<file path="config.mk">
export PLATFORM = sky130hd
export DESIGN_NAME = bfgb_tile_div
export DESIGN_NICKNAME = d
export VERILOG_FILES = /design/src/rtl/core/bfgb_pkg.sv /design/src/rtl/core/bfgb_tile_div.sv
export SDC_FILE = /design/constraint.sdc
export NUM_CORES = 1
export LEC_CHECK = 0
export ABC_AREA = 1
export BUFFER_PORTS_ARGS = -buffer_cell sky130_fd_sc_hd__buf_2
export CORE_ASPECT_RATIO = 1.4
export CORE_MARGIN = 2
export CORE_UTILIZATION = 58
export DETAILED_ROUTE_END_ITERATION = 12
export PLACE_DENSITY_LB_ADDON = 0.12
export SLEW_MARGIN = 20
export SYNTH_ARGS = -nofsm -noshare
export SYNTH_HDL_FRONTEND = slang
export SYNTH_SLANG_ARGS = --single-unit
export TNS_END_PERCENT = 1
</file>
<file path="constraint.sdc">
create_clock -name clk -period 4 [get_ports clk]
set_input_delay 0.8 -clock clk [delete_from_list [all_inputs] [get_ports clk]]
set_output_delay 0.8 -clock clk [all_outputs]
set_load 0.02 [all_outputs]
</file>
<file path="src/rtl/core/bfgb_pkg.sv">
// ----------------------------------------------------------------------------
// bfgb_pkg
// Shared types and constants of the glyph blit unit: the input and result
// words, configuration register indexes, command codes and reset values.
// ----------------------------------------------------------------------------
`default_nettype none

package bfgb_pkg;

  // Field widths fixed by the interface.
  localparam int GlyphW    = 8;
  localparam int CellXW    = 7;
  localparam int CellYW    = 6;
  localparam int ColorW    = 32;
  localparam int AtlasIdxW = 14;
  localparam int PixelXW   = 10;
  localparam int PixelYW   = 9;
  localparam int CfgIdxW   = 2;
  localparam int CfgDataW  = 32;

  // Default geometry.
  localparam int CellWDef      = 8;
  localparam int CellHDef      = 8;
  localparam int AtlasWMaxDef  = 128;
  localparam int AtlasHMaxDef  = 128;
  localparam int ScreenWDef    = 640;
  localparam int ScreenHDef    = 480;

  // Register reset values.
  localparam logic [7:0]        AtlasWidthRst  = 8'd128;
  localparam logic [7:0]        FirstGlyphRst  = 8'd0;
  localparam logic [ColorW-1:0] TranspColorRst = '0;

  // Configuration register indexes.
  localparam logic [CfgIdxW-1:0] CFG_ATLAS_WIDTH = 2'd0;
  localparam logic [CfgIdxW-1:0] CFG_FIRST_GLYPH = 2'd1;
  localparam logic [CfgIdxW-1:0] CFG_TRANSP_COLOR = 2'd2;

  // Command codes.
  localparam logic CMD_LOAD = 1'b0;
  localparam logic CMD_DRAW = 1'b1;

  // One input word.
  typedef struct packed {
    logic                 command;
    logic [GlyphW-1:0]    glyph;
    logic [CellXW-1:0]    cell_x;
    logic [CellYW-1:0]    cell_y;
    logic [ColorW-1:0]    fg_color;
    logic [AtlasIdxW-1:0] atlas_index;
    logic [ColorW-1:0]    atlas_pixel;
  } in_word_t;

  // One result word: a framebuffer pixel write.
  typedef struct packed {
    logic [PixelXW-1:0] pixel_x;
    logic [PixelYW-1:0] pixel_y;
    logic [ColorW-1:0]  color;
    logic               write_enable;
    logic               last;
  } out_word_t;

  // Result of the tile divider.
  typedef struct packed {
    logic [GlyphW-1:0] quot;
    logic [GlyphW-1:0] rem;
  } div_res_t;

endpackage

`default_nettype wire

</file>
<file path="src/rtl/core/bfgb_tile_div.sv">
// ----------------------------------------------------------------------------
// bfgb_tile_div
// Restoring divider for the tile number: splits it into tile row (quotient)
// and tile column (remainder), one quotient bit per cycle.
// ----------------------------------------------------------------------------
`default_nettype none

module bfgb_tile_div (
  input  wire logic                            clk,
  input  wire logic                            rst_n,
  input  wire logic                            start,
  input  wire logic [bfgb_pkg::GlyphW-1:0]     dividend,
  input  wire logic [bfgb_pkg::GlyphW-1:0]     divisor,
  output logic                                 done,
  output bfgb_pkg::div_res_t                   res
);

  localparam int W    = bfgb_pkg::GlyphW;
  localparam int CntW = $clog2(W + 1);

  logic            run_r;
  logic            done_r;
  logic [CntW-1:0] cnt_r;
  logic [W-1:0]    quo_r;
  logic [W-1:0]    rem_r;
  logic [W-1:0]    dvs_r;

  logic [W:0]      shifted;
  logic            ge;
  logic [W-1:0]    rem_nxt;

  // One trial subtraction per cycle.
  always_comb begin
    shifted = {rem_r, quo_r[W-1]};
    ge      = (shifted >= {1'b0, dvs_r});
    rem_nxt = ge ? W'(shifted - {1'b0, dvs_r}) : shifted[W-1:0];
  end

  // Step control.
  always_ff @(posedge clk) begin
    if (!rst_n) begin
      run_r  <= 1'b0;
      done_r <= 1'b0;
      cnt_r  <= '0;
    end else begin
      done_r <= 1'b0;
      if (start) begin
        run_r <= 1'b1;
        cnt_r <= '0;
      end else if (run_r) begin
        cnt_r <= cnt_r + 1'b1;
        if (cnt_r == CntW'(W - 1)) begin
          run_r  <= 1'b0;
          done_r <= 1'b1;
        end
      end
    end
  end

  // Partial remainder and quotient shift register.
  always_ff @(posedge clk) begin
    if (start) begin
      quo_r <= dividend;
      rem_r <= '0;
      dvs_r <= divisor;
    end else if (run_r) begin
      quo_r <= {quo_r[W-2:0], ge};
      rem_r <= rem_nxt;
    end
  end

  assign done     = done_r;
  assign res.quot = quo_r;
  assign res.rem  = rem_r;

endmodule

`default_nettype wire
</file>
== Word level (Yosys, flattened, before mapping) ==
Cells that the tools add are included.

* Register bits: 30
* Input port bits: 19
* Output and inout bits: 17
* Logic and storage cells: 22

* $add $sub $neg: 2
* Magnitude comparators: 1
* Equality and inequality tests: 1
* Mux-type cells: 7
* Bitwise operators: 2
* Reduce and logical (&&, ||, !) cells: 3

{| class="wikitable"
|+ Operator list
! kind !! count
|-
| 8-bit 2-to-1 mux || 3
|-
| 9-bit by 8-bit >= comparator with 1-bit output || 1
|-
| 8-bit subtractor || 1
|-
| 4-bit by 1-bit adder with 4-bit output, second input constant || 1
|-
| 4-bit by 3-bit == test with 1-bit output, second input constant || 1
|-
| 1-bit 2-to-1 mux || 4
|-
| 3-bit OR reduction || 1
|-
| 1-bit inverter || 2
|-
| 2-bit nonzero test || 1
|-
| 2-bit OR reduction || 1
|}

== Longest topological paths before layout ==
Gate-level depths: netlist of run 1.

* Depth in word-level cells: 4
* Mapped depth: 13
* Depth with buffers taken out: 13

== Least setup slack after synthesis of run 1 ==
Ideal clock, no wire load.

* Kind: in2reg
* Start: input port start
* End: register quo_r[0] (enable)
* Library setup time: 0.297 ns
* Arrival: 1.528 ns
* Data required time: 3.703 ns
* Slack: 2.175 ns
* Cell stages on the path: 3
* Path buffers: 1
* Cell sequence: buf_2 nor2_1 inv_1

* Word-level cells in the longest chain between the ends: 1

{| class="wikitable"
|+ Ends and longest elaborated chain
! item !! RTL line !! source
|-
| start: declaration || bfgb_tile_div.sv:11 || <nowiki>input wire logic start,</nowiki>
|-
| 2-bit nonzero test (no line) || -- ||
|-
| end signal: assignment || bfgb_tile_div.sv:63 || <nowiki>quo_r <= dividend;</nowiki>
|-
| end signal: assignment || bfgb_tile_div.sv:67 || <nowiki>quo_r <= {quo_r[W-2:0], ge};</nowiki>
|-
| end: declaration || bfgb_tile_div.sv:24 || <nowiki>logic [W-1:0] quo_r;</nowiki>
|}

No other way between the ends.
A chain may end at the register's enable or synchronous reset.

== Worst setup path after layout of run 1 ==
* Start: input port start
* End: register quo_r[2] (enable)

Same word-level chain as after synthesis.

==> results.txt, run 1 <==
- Area growth from synthesis to final layout: 16.8%
* Length in cells of the worst reg-to-reg path: 9
- Clock tree synthesis inserted a total of 5 buffers.
- The number of pins with negative max-slew slack in the final report was 0.
- In the final routed layout, each cell accounts on average for 11.3 µm.
* Number of diodes added for antenna fixing: 0
- CP Data Arrival Time: 1.87 ns
* IR Drop Worst-Case VDD: 0.378 mV
* Final cycle utilization of the critical path: 0.477
* Startpoint type of the worst setup path: input pin
* Most area-consuming cells after synthesis: sky130_fd_sc_hd__edfxtp_1, sky130_fd_sc_hd__nand2_1, sky130_fd_sc_hd__dfxtp_1
- Worst Hold Path EP: cnt_r[1]
* Nets in the synthesized netlist: 239
* Slowest-stage cell, CP: sky130_fd_sc_hd__nor2_1
- Post-Route Setup TNS: 0 ns
* Global route total overflow: 0
- Post-CTS repair changed the size of 0 cells.
- Most common cell in the netlist: sky130_fd_sc_hd__nand2_1
- The critical path runs through a total of 3 cells.
- Vias in the first global route: 1298
- Maximum number of pins on one net before global-route repair: 20
- The floorplan step defined a core boundary enclosing 2820 µm².
- Worst-Skew Late Latency: 0.28 ns
* Number of distinct library cell variants in the gate-level netlist after synthesis: 30
- By area, the combinational part of the netlist is dominated by simple AND/OR/NAND/NOR gates.
- In the global route stage, overall resource usage came out at 0.213.
* Starting density of the core: 0.595
- Total wirelength of the detailed-routed design: 3250 µm
- For this design the ratio of total power to cell area is 368 nW/µm².
* Global placement routability congestion: 0.832
- After clock tree synthesis, the clock-pin slew on the worst setup and hold paths is 0.06 ns.
- Number of flip-flops and latches in the synthesized netlist: 30
* Critical R2R Capture: rem_r[5]
- Combinational fraction of design power: 0.188
* Post-route core utilization: 0.696
* Total buffers and inverters traversed by the critical path: 2
* Reg2reg start: rem_r[5]
- Buffer type at the clock tree root: sky130_fd_sc_hd__clkbuf_8
- Of the total power, the share spent switching nets is 0.285.
- Setup violators final: 0
- Post-Syn Area per Cell: 8.00 µm²
- Of the post-synthesis cell area, the dominant cell type holds 0.286.
* 1st-pass router iterations: 4
- By count the netlist is led by sky130_fd_sc_hd__nand2_1, sky130_fd_sc_hd__inv_1, sky130_fd_sc_hd__edfxtp_1.
- Worst hold path startpoint: cnt_r[1]
- For this run, asynchronously set or reset flops after synthesis account for 0.
- Of all cell types, the one taking the most synthesized area is sky130_fd_sc_hd__edfxtp_1.
* CP Max Fanout: 19
- Setup repair after global routing left no endpoint under its margin.
- The number of antenna violations at the first check in global routing is 0.
- Net count of the finished layout: 278
* Part of the Yosys area used for sequential elements: 0.453
- The run finished with clean final reports.
* DR DRC count: 0
- Starting DRT DRC Count: 27
- The share of the synthesized area in compound gates (AO/OA/AOI/OAI) came to 0.0306.
- Fraction of synthesized cell area in xor and xnor cells: 0.0209
- The worst hold path was traced through 2 stages.
- Die Y: 67.7 µm
* Family with the most delay on the worst path: buffers and inverters
- Rel. slew slack: 0.588
* Reg-to-reg slack, setup: 2.16 ns
- Setup Skew: 0.00736 ns
- HP Class: reg2reg
- Across all layers, the routed design uses 1433 vias.
- The worst setup path is captured at a flip-flop.
* Layout cells sized above 1: 0.188
- Count of pins on the block boundary: 36
- For this run, the top clock speed supported by timing is 524 MHz.
- Port-buffer cells: 35
* Number of rows in the core area: 23
- Actual transition at the worst max-transition pin: 0.616 ns
- Detailed Place HPWL: 2540 µm
- In this run the number of H-tree levels came out at 2.
- The number of hold violations in the final report is 0.
* Flop pwr share: 0.498
- The number of hold buffers added after CTS was 0.
- Synthesized instance count: 210
- Worst hold slack across all endpoints: 0.481 ns
- The synthesized netlist occupies a cell area of 1680 µm².
* Clock power frac: 0.314
- At the worst endpoint, the required time is 3.97 ns.
* Simple-gate area share of the yosys netlist: 0.331
- Overall die area: 3350 µm²
- Internal power: 0.516 mW
- The count of nets left with antenna violations once routing finished came out at 0.
- Measured along the x axis, the die boundary spans 49.5 µm.
* Mux share of post-synthesis cell area: 0
* Leakage component of the power: 1.04 nW
- CTS tree: yes
- Number of warnings reported in the yosys synthesis log: 0
* Post-synthesis adder-cell area fraction: 0.0790
* Type of the worst setup path: in2reg
- The most used flip-flop cell after synthesis is sky130_fd_sc_hd__edfxtp_1.
* Maximum clock path buffer count: 2
- For this design, the sink count on the clock tree is 30.
* Final-layout fill cell count: 274
- The routed design could run at a clock period as short as 1.91 ns.
* Switching Power: 0.205 mW
- Across the run, the number of max-cap violations was 0.
- Count of flip-flops with a built-in enable after synthesis: 16
- The first global-routing pass estimated 5390 µm of wire.
- In this design, the stage delay of the slowest critical-path cell is 0.52 ns.
* Post CTS Setup Buffer Count: 0
* Detail-routed via count per cell: 4.99
* Worst path cell trace: buf_2 -> nor2_1 -> inv_1
[worst max path at each step]
stage,to,start
2_1_floorplan,quo_r[0],start
3_3_place_gp,quo_r[2],start
3_5_place_dp,quo_r[2],start
4_1_cts,quo_r[2],start
5_1_grt,quo_r[2],start
6_report,quo_r[2],start
[layer usage]
metal  global-route usage  part of all wire  vias to the layer above
li1                     -                 -                      746
met3               0.0487             0.039                        4
met1                0.227              0.42                      649
met2                0.397              0.53                       34
met5                    0                 0                        -
met4                0.104             0.016                        0
[flip-flops by register name, indices dropped and copies added, names as in the netlist]
signal and cells:
rem_r 8, run_r 1, done 1, cnt_r 4, quo_r 8, dvs_r 8
[cell usage in the layout, fill, tap and decap left out]
cell type and count:
sky130_fd_sc_hd__nand3_1 15, sky130_fd_sc_hd__a31oi_1 1, sky130_fd_sc_hd__inv_1 32, sky130_fd_sc_hd__a21oi_1 5, sky130_fd_sc_hd__ha_1 9, sky130_fd_sc_hd__nand3_2 1
sky130_fd_sc_hd__buf_2 35, sky130_fd_sc_hd__or2_2 1, sky130_fd_sc_hd__dfxtp_1 14, sky130_fd_sc_hd__fa_1 1, sky130_fd_sc_hd__nand4_1 3, sky130_fd_sc_hd__and2_1 1
sky130_fd_sc_hd__nand3b_1 6, sky130_fd_sc_hd__clkbuf_1 1, sky130_fd_sc_hd__nand3_4 1, sky130_fd_sc_hd__clkbuf_8 5, sky130_fd_sc_hd__nor3_1 3, sky130_fd_sc_hd__xor2_1 3
sky130_fd_sc_hd__nand2_1 76, sky130_fd_sc_hd__a211oi_1 1, sky130_fd_sc_hd__xnor2_1 1, sky130_fd_sc_hd__nor2_2 1, sky130_fd_sc_hd__nand2_2 1, sky130_fd_sc_hd__o21ai_0 1
sky130_fd_sc_hd__nor2_1 10, sky130_fd_sc_hd__clkinv_2 1, sky130_fd_sc_hd__or2_0 1, sky130_fd_sc_hd__o21bai_1 1, sky130_fd_sc_hd__nand2_8 1, sky130_fd_sc_hd__clkinv_1 2
sky130_fd_sc_hd__edfxtp_1 16
[power by group through the flow]
stage,clock network [mW],logic [mW],registers (mW)
finish,0.227,0.136,0.359
global route,0.244,0.154,0.361
CTS,0.232,0.137,0.359
detailed placement,0,0.136,0.366
global placement,0,0.133,0.366
floorplan,0,0.0850,0.377
[worst reg2reg max path, delay by kind of cell, from the launching register on]
family | cells | cell delay (ns)
and+or+nand+nor | 7 | 0.99
adders and majority gates | 1 | 0.36
DFF | 1 | 0.34
AOI/OAI and AO/OA | 1 | 0.11
[per-stage QoR]
step	instances	cell area, µm²	worst slack, ns	power [mW]
2_1_floorplan	210	1680	2.18	0.462
3_3_place_gp	279	1880	1.84	0.499
3_5_place_dp	279	1880	1.81	0.501
4_1_cts	287	1960	2.09	0.728
5_1_grt	287	1960	1.97	0.759
6_report	287	1960	2.09	0.722
[cell type report]
cell class	instances	area, µm²	share of cell area
clock buffers	6	72.6	0.0370
repair buffers	35	175	0.0893
flip-flops and latches	30	761	0.388
well taps	37	46.3	0.0236
multi-input cells	144	774	0.395
inverters	33	124	0.0631
clock inverters	2	8.76	0.00446
[cells by family (layout without fill, tap and decap cells)]
family,Yosys count,count (layout)
XOR/XNOR,4,4
adder cells (fa/ha/maj),10,10
flip-flops,30,30
AO/OA/AOI/OAI,9,9
buffers and inverters,36,76
AND/OR/NAND/NOR,121,121
Note: power is estimated with default switching activity, not from simulation.
==> inputs of run 2 (changes only) <==
CORE_UTILIZATION = 54   (was 58)
clock period = 1.88 ns   (was 4 ns; I/O delays follow)
==> results.txt, run 2 (synthesis gave the netlist of run 1 again) <==
- Length in cells of the worst reg-to-reg path: 11 (+2)
- The worst setup path is captured at a flip-flop.
- The sum of buffers and inverters on the critical path came to 3 (+1).
- The final count of negative-setup-slack endpoints is 0 (unchanged).
- The fraction of layout cells with a size suffix above 1 is 0.226 (+0.0377).
- Most frequent cell on the critical path: sky130_fd_sc_hd__nand2_1
- Rel. slew slack: 0.795 (+0.207)
- The first-pass detailed-route iteration total came to 4 (unchanged).
* Post-Route Setup TNS: 0 ns (unchanged)
- The measured slew at the worst slew-check pin is 0.307 ns (-0.309 ns).
* Final cycle utilization of the critical path: 0.922
- Worst-Skew Late Latency: 0.28 ns (about the same)
- Among cell families on the critical path, the largest total delay comes from simple AND/OR/NAND/NOR gates.
* Minimum clock period: 1.73 ns
* Number of rows in the core area: 23 (unchanged)
- TritonCTS Buffers: 5 (unchanged)
- Clock power frac: 0.331 (+0.017)
- The port buffer count came to 35 (unchanged).
- The required time reported for the critical path endpoint was 2.06 ns (-1.91 ns).
* Net count of the finished layout: 285 (+2.5%)
- Global placement routability congestion: 0.862 (+3.6%)
* Area used by multi-input combinational logic: 822 µm² (+6.1%)
- The clock-pin slew on the worst setup and hold paths was 0.06 ns (about the same).
- The worst register-to-register path ends at rem_r[5].
- Number of diodes added for antenna fixing: 0 (unchanged)
* Post-Place Worst Slack: 0.128 ns (-1.68 ns)
* Startpoint type of the worst setup path: flip-flop
* Starting density of the core: 0.578 (-0.0177)
- Worst path cell trace: inv_1 -> ha_1 -> nand2_1 -> inv_1 -> nand4_1 -> and2_1 -> buf_4 -> nand2_8 -> nand2_1 -> nand3_1 -> nand2_1
* Reg-to-reg slack, setup: 0.15 ns (-2.01 ns)
- Area growth from synthesis to final layout: 23.0%
- Final-layout fill cell count: 259 (-5.5%)
* Post-route core utilization: 0.710 (+0.0146)
* Leakage component of the power: 1.07 nW (+3.0%)
- The post-route antenna net violation count was 0 (unchanged).
- The internal power came to 1.16 mW (+120%).
* Total power divided by cell area: 784 nW/µm² (+110%)
* Count of pins on the block boundary: 36 (unchanged)
- The largest registers in the layout are dvs_r: 8 flops, quo_r: 8 flops, rem_r: 8 flops.
- The chip height came to 70.0 µm (+3.4%).
- Setup Skew: 0.00306 ns (-0.00430 ns)
- Type of the worst setup path: reg2reg
- Leaving out fill and tap cells, the most frequent cell in the layout is sky130_fd_sc_hd__nand2_1.
* Max Cap Viol: 0 (unchanged)
- CP Max Fanout: 8 (-11)
- Total number of clock tree sinks: 30 (unchanged)
* CTS H-Tree Depth: 2 (unchanged)
- Drt wl/cell: 11.9 µm (+5.7%)
- Buffer type at the clock tree root: sky130_fd_sc_hd__clkbuf_8
- The worst register-to-register path begins at dvs_r[7].
* Min setup slack post-route: 0.147 ns (-1.94 ns)
- The share of total power consumed by net switching was 0.284 (-0.000353).
- Leading cell types in the layout, fill and taps excluded: sky130_fd_sc_hd__nand2_1, sky130_fd_sc_hd__buf_2, sky130_fd_sc_hd__inv_1
- Global routing usage summed across all routing layers: 0.221 (+0.00779)
- Status: complete, no violations
* Final max-slew violation count: 0 (unchanged)
- Initial antenna violation count: 0 (unchanged)
- Worst Hold Path EP: dvs_r[0]
- Achievable Freq: 577 MHz
- Switching Power: 0.460 mW (+120%)
- The area occupied by registers is 761 µm² (unchanged).
- Starting DRT DRC Count: 20 (-26%)
* Wire length of the first global-routing pass: 5980 µm (+11%)
- The portion of total power attributed to combinational logic was 0.197 (+0.009).
- Vias after detailed routing: 1444 (+0.77%)
- HP Class: in2reg
* Flop pwr share: 0.472 (-0.026)
* Worst hold stages: 1 (-1)
- The critical path's largest stage delay came to 0.33 ns (-0.19 ns).
* Detailed Place HPWL: 2680 µm (+5.5%)
- Die outline width: 51.1 µm (+3.3%)
- CTS tree: yes
- CP Data Arrival Time: 1.91 ns (+0.04 ns)
- Unrepaired setup endpoints after global routing: no
- Total wirelength of the detailed-routed design: 3510 µm (+8.2%)
* DR DRC count: 0 (unchanged)
- Maximum clock path buffer count: 2 (unchanged)
- IR Drop Worst-Case VDD: 0.728 mV (+93%)
- Number of buffers added to fix hold violations after cts: 0 (unchanged)
- Overall die area: 3580 µm² (+6.9%)
- The total congestion overflow was 0 (unchanged).
- Worst hold path startpoint: divisor[0]
- The ratio of routed vias to standard cells was 4.91 (-1.6%).
- Area of the placeable core: 2910 µm² (+3.1%)
- Final Hold Vio Count: 0 (unchanged)
* Maximum number of pins on one net before global-route repair: 14 (-30%)
- Vias in the first global route: 1401 (+7.9%)
* Slowest-stage cell, CP: sky130_fd_sc_hd__edfxtp_1
run 2: worst register-to-register path: cells and delay by family, from the launching register on:
| family | cells | cell delay (ns) |
|---|---|---|
| AND/OR/NAND/NOR | 7 | 0.62 |
| flip-flops | 1 | 0.33 |
| buffers and inverters | 3 | 0.36 |
| adder cells (fa/ha/maj) | 1 | 0.33 |
run 2: layout make-up:
cell class / count / area share
clock inverter: 1 / 0.00242
sequential: 30 / 0.368
multi-input combinational: 145 / 0.398
timing repair buffer: 41 / 0.107
tap: 37 / 0.0224
inverter: 33 / 0.0600
clock buffer: 7 / 0.0418
run 2: metrics by stage:
step / instance area, µm² / power, mW / hold WS, ns / instances
floorplan: 1680 / 0.984 / 0.457 / 210
global placement: 1930 / 1.08 / 0.468 / 285
detailed placement: 1930 / 1.08 / 0.480 / 285
CTS: 2020 / 1.62 / 0.259 / 293
global route: 2060 / 1.71 / 0.258 / 294
finish: 2060 / 1.62 / 0.270 / 294
run 2: what timing repair did:
item                                    CTS  global route
gates resized for setup                   0             6
setup buffers                             0             0
endpoints found under the setup margin    0             8
run 2: worst max path at each step:
stage               slack [ns]  startpoint  endpoint  cells after the start
floorplan                 0.17    quo_r[7]  rem_r[4]                      8
global placement          0.15    rem_r[1]  rem_r[5]                     10
detailed placement        0.13    dvs_r[2]  rem_r[5]                     11
CTS                       0.11    dvs_r[2]  rem_r[5]                     11
global route             0.007    dvs_r[1]  rem_r[5]                     11
finish                    0.15    dvs_r[7]  rem_r[5]                     11
run 2: power groups by stage:
| stage | clock [mW] | combinational [mW] | sequential, mW |
|---|---|---|---|
| floorplan | 0 | 0.181 | 0.803 |
| global placement | 0 | 0.299 | 0.776 |
| detailed placement | 0 | 0.303 | 0.776 |
| CTS | 0.552 | 0.304 | 0.762 |
| global route | 0.579 | 0.357 | 0.770 |
| finish | 0.536 | 0.318 | 0.763 |
run 2: routing by layer:
layer  routed length (µm)  vias up  global-route usage
met4                   48        0              0.0841
met5                    0        -                   0
met1                 1510      648               0.260
met2                 1830       29               0.377
met3                  124        7              0.0556
li1                     -      760                   -
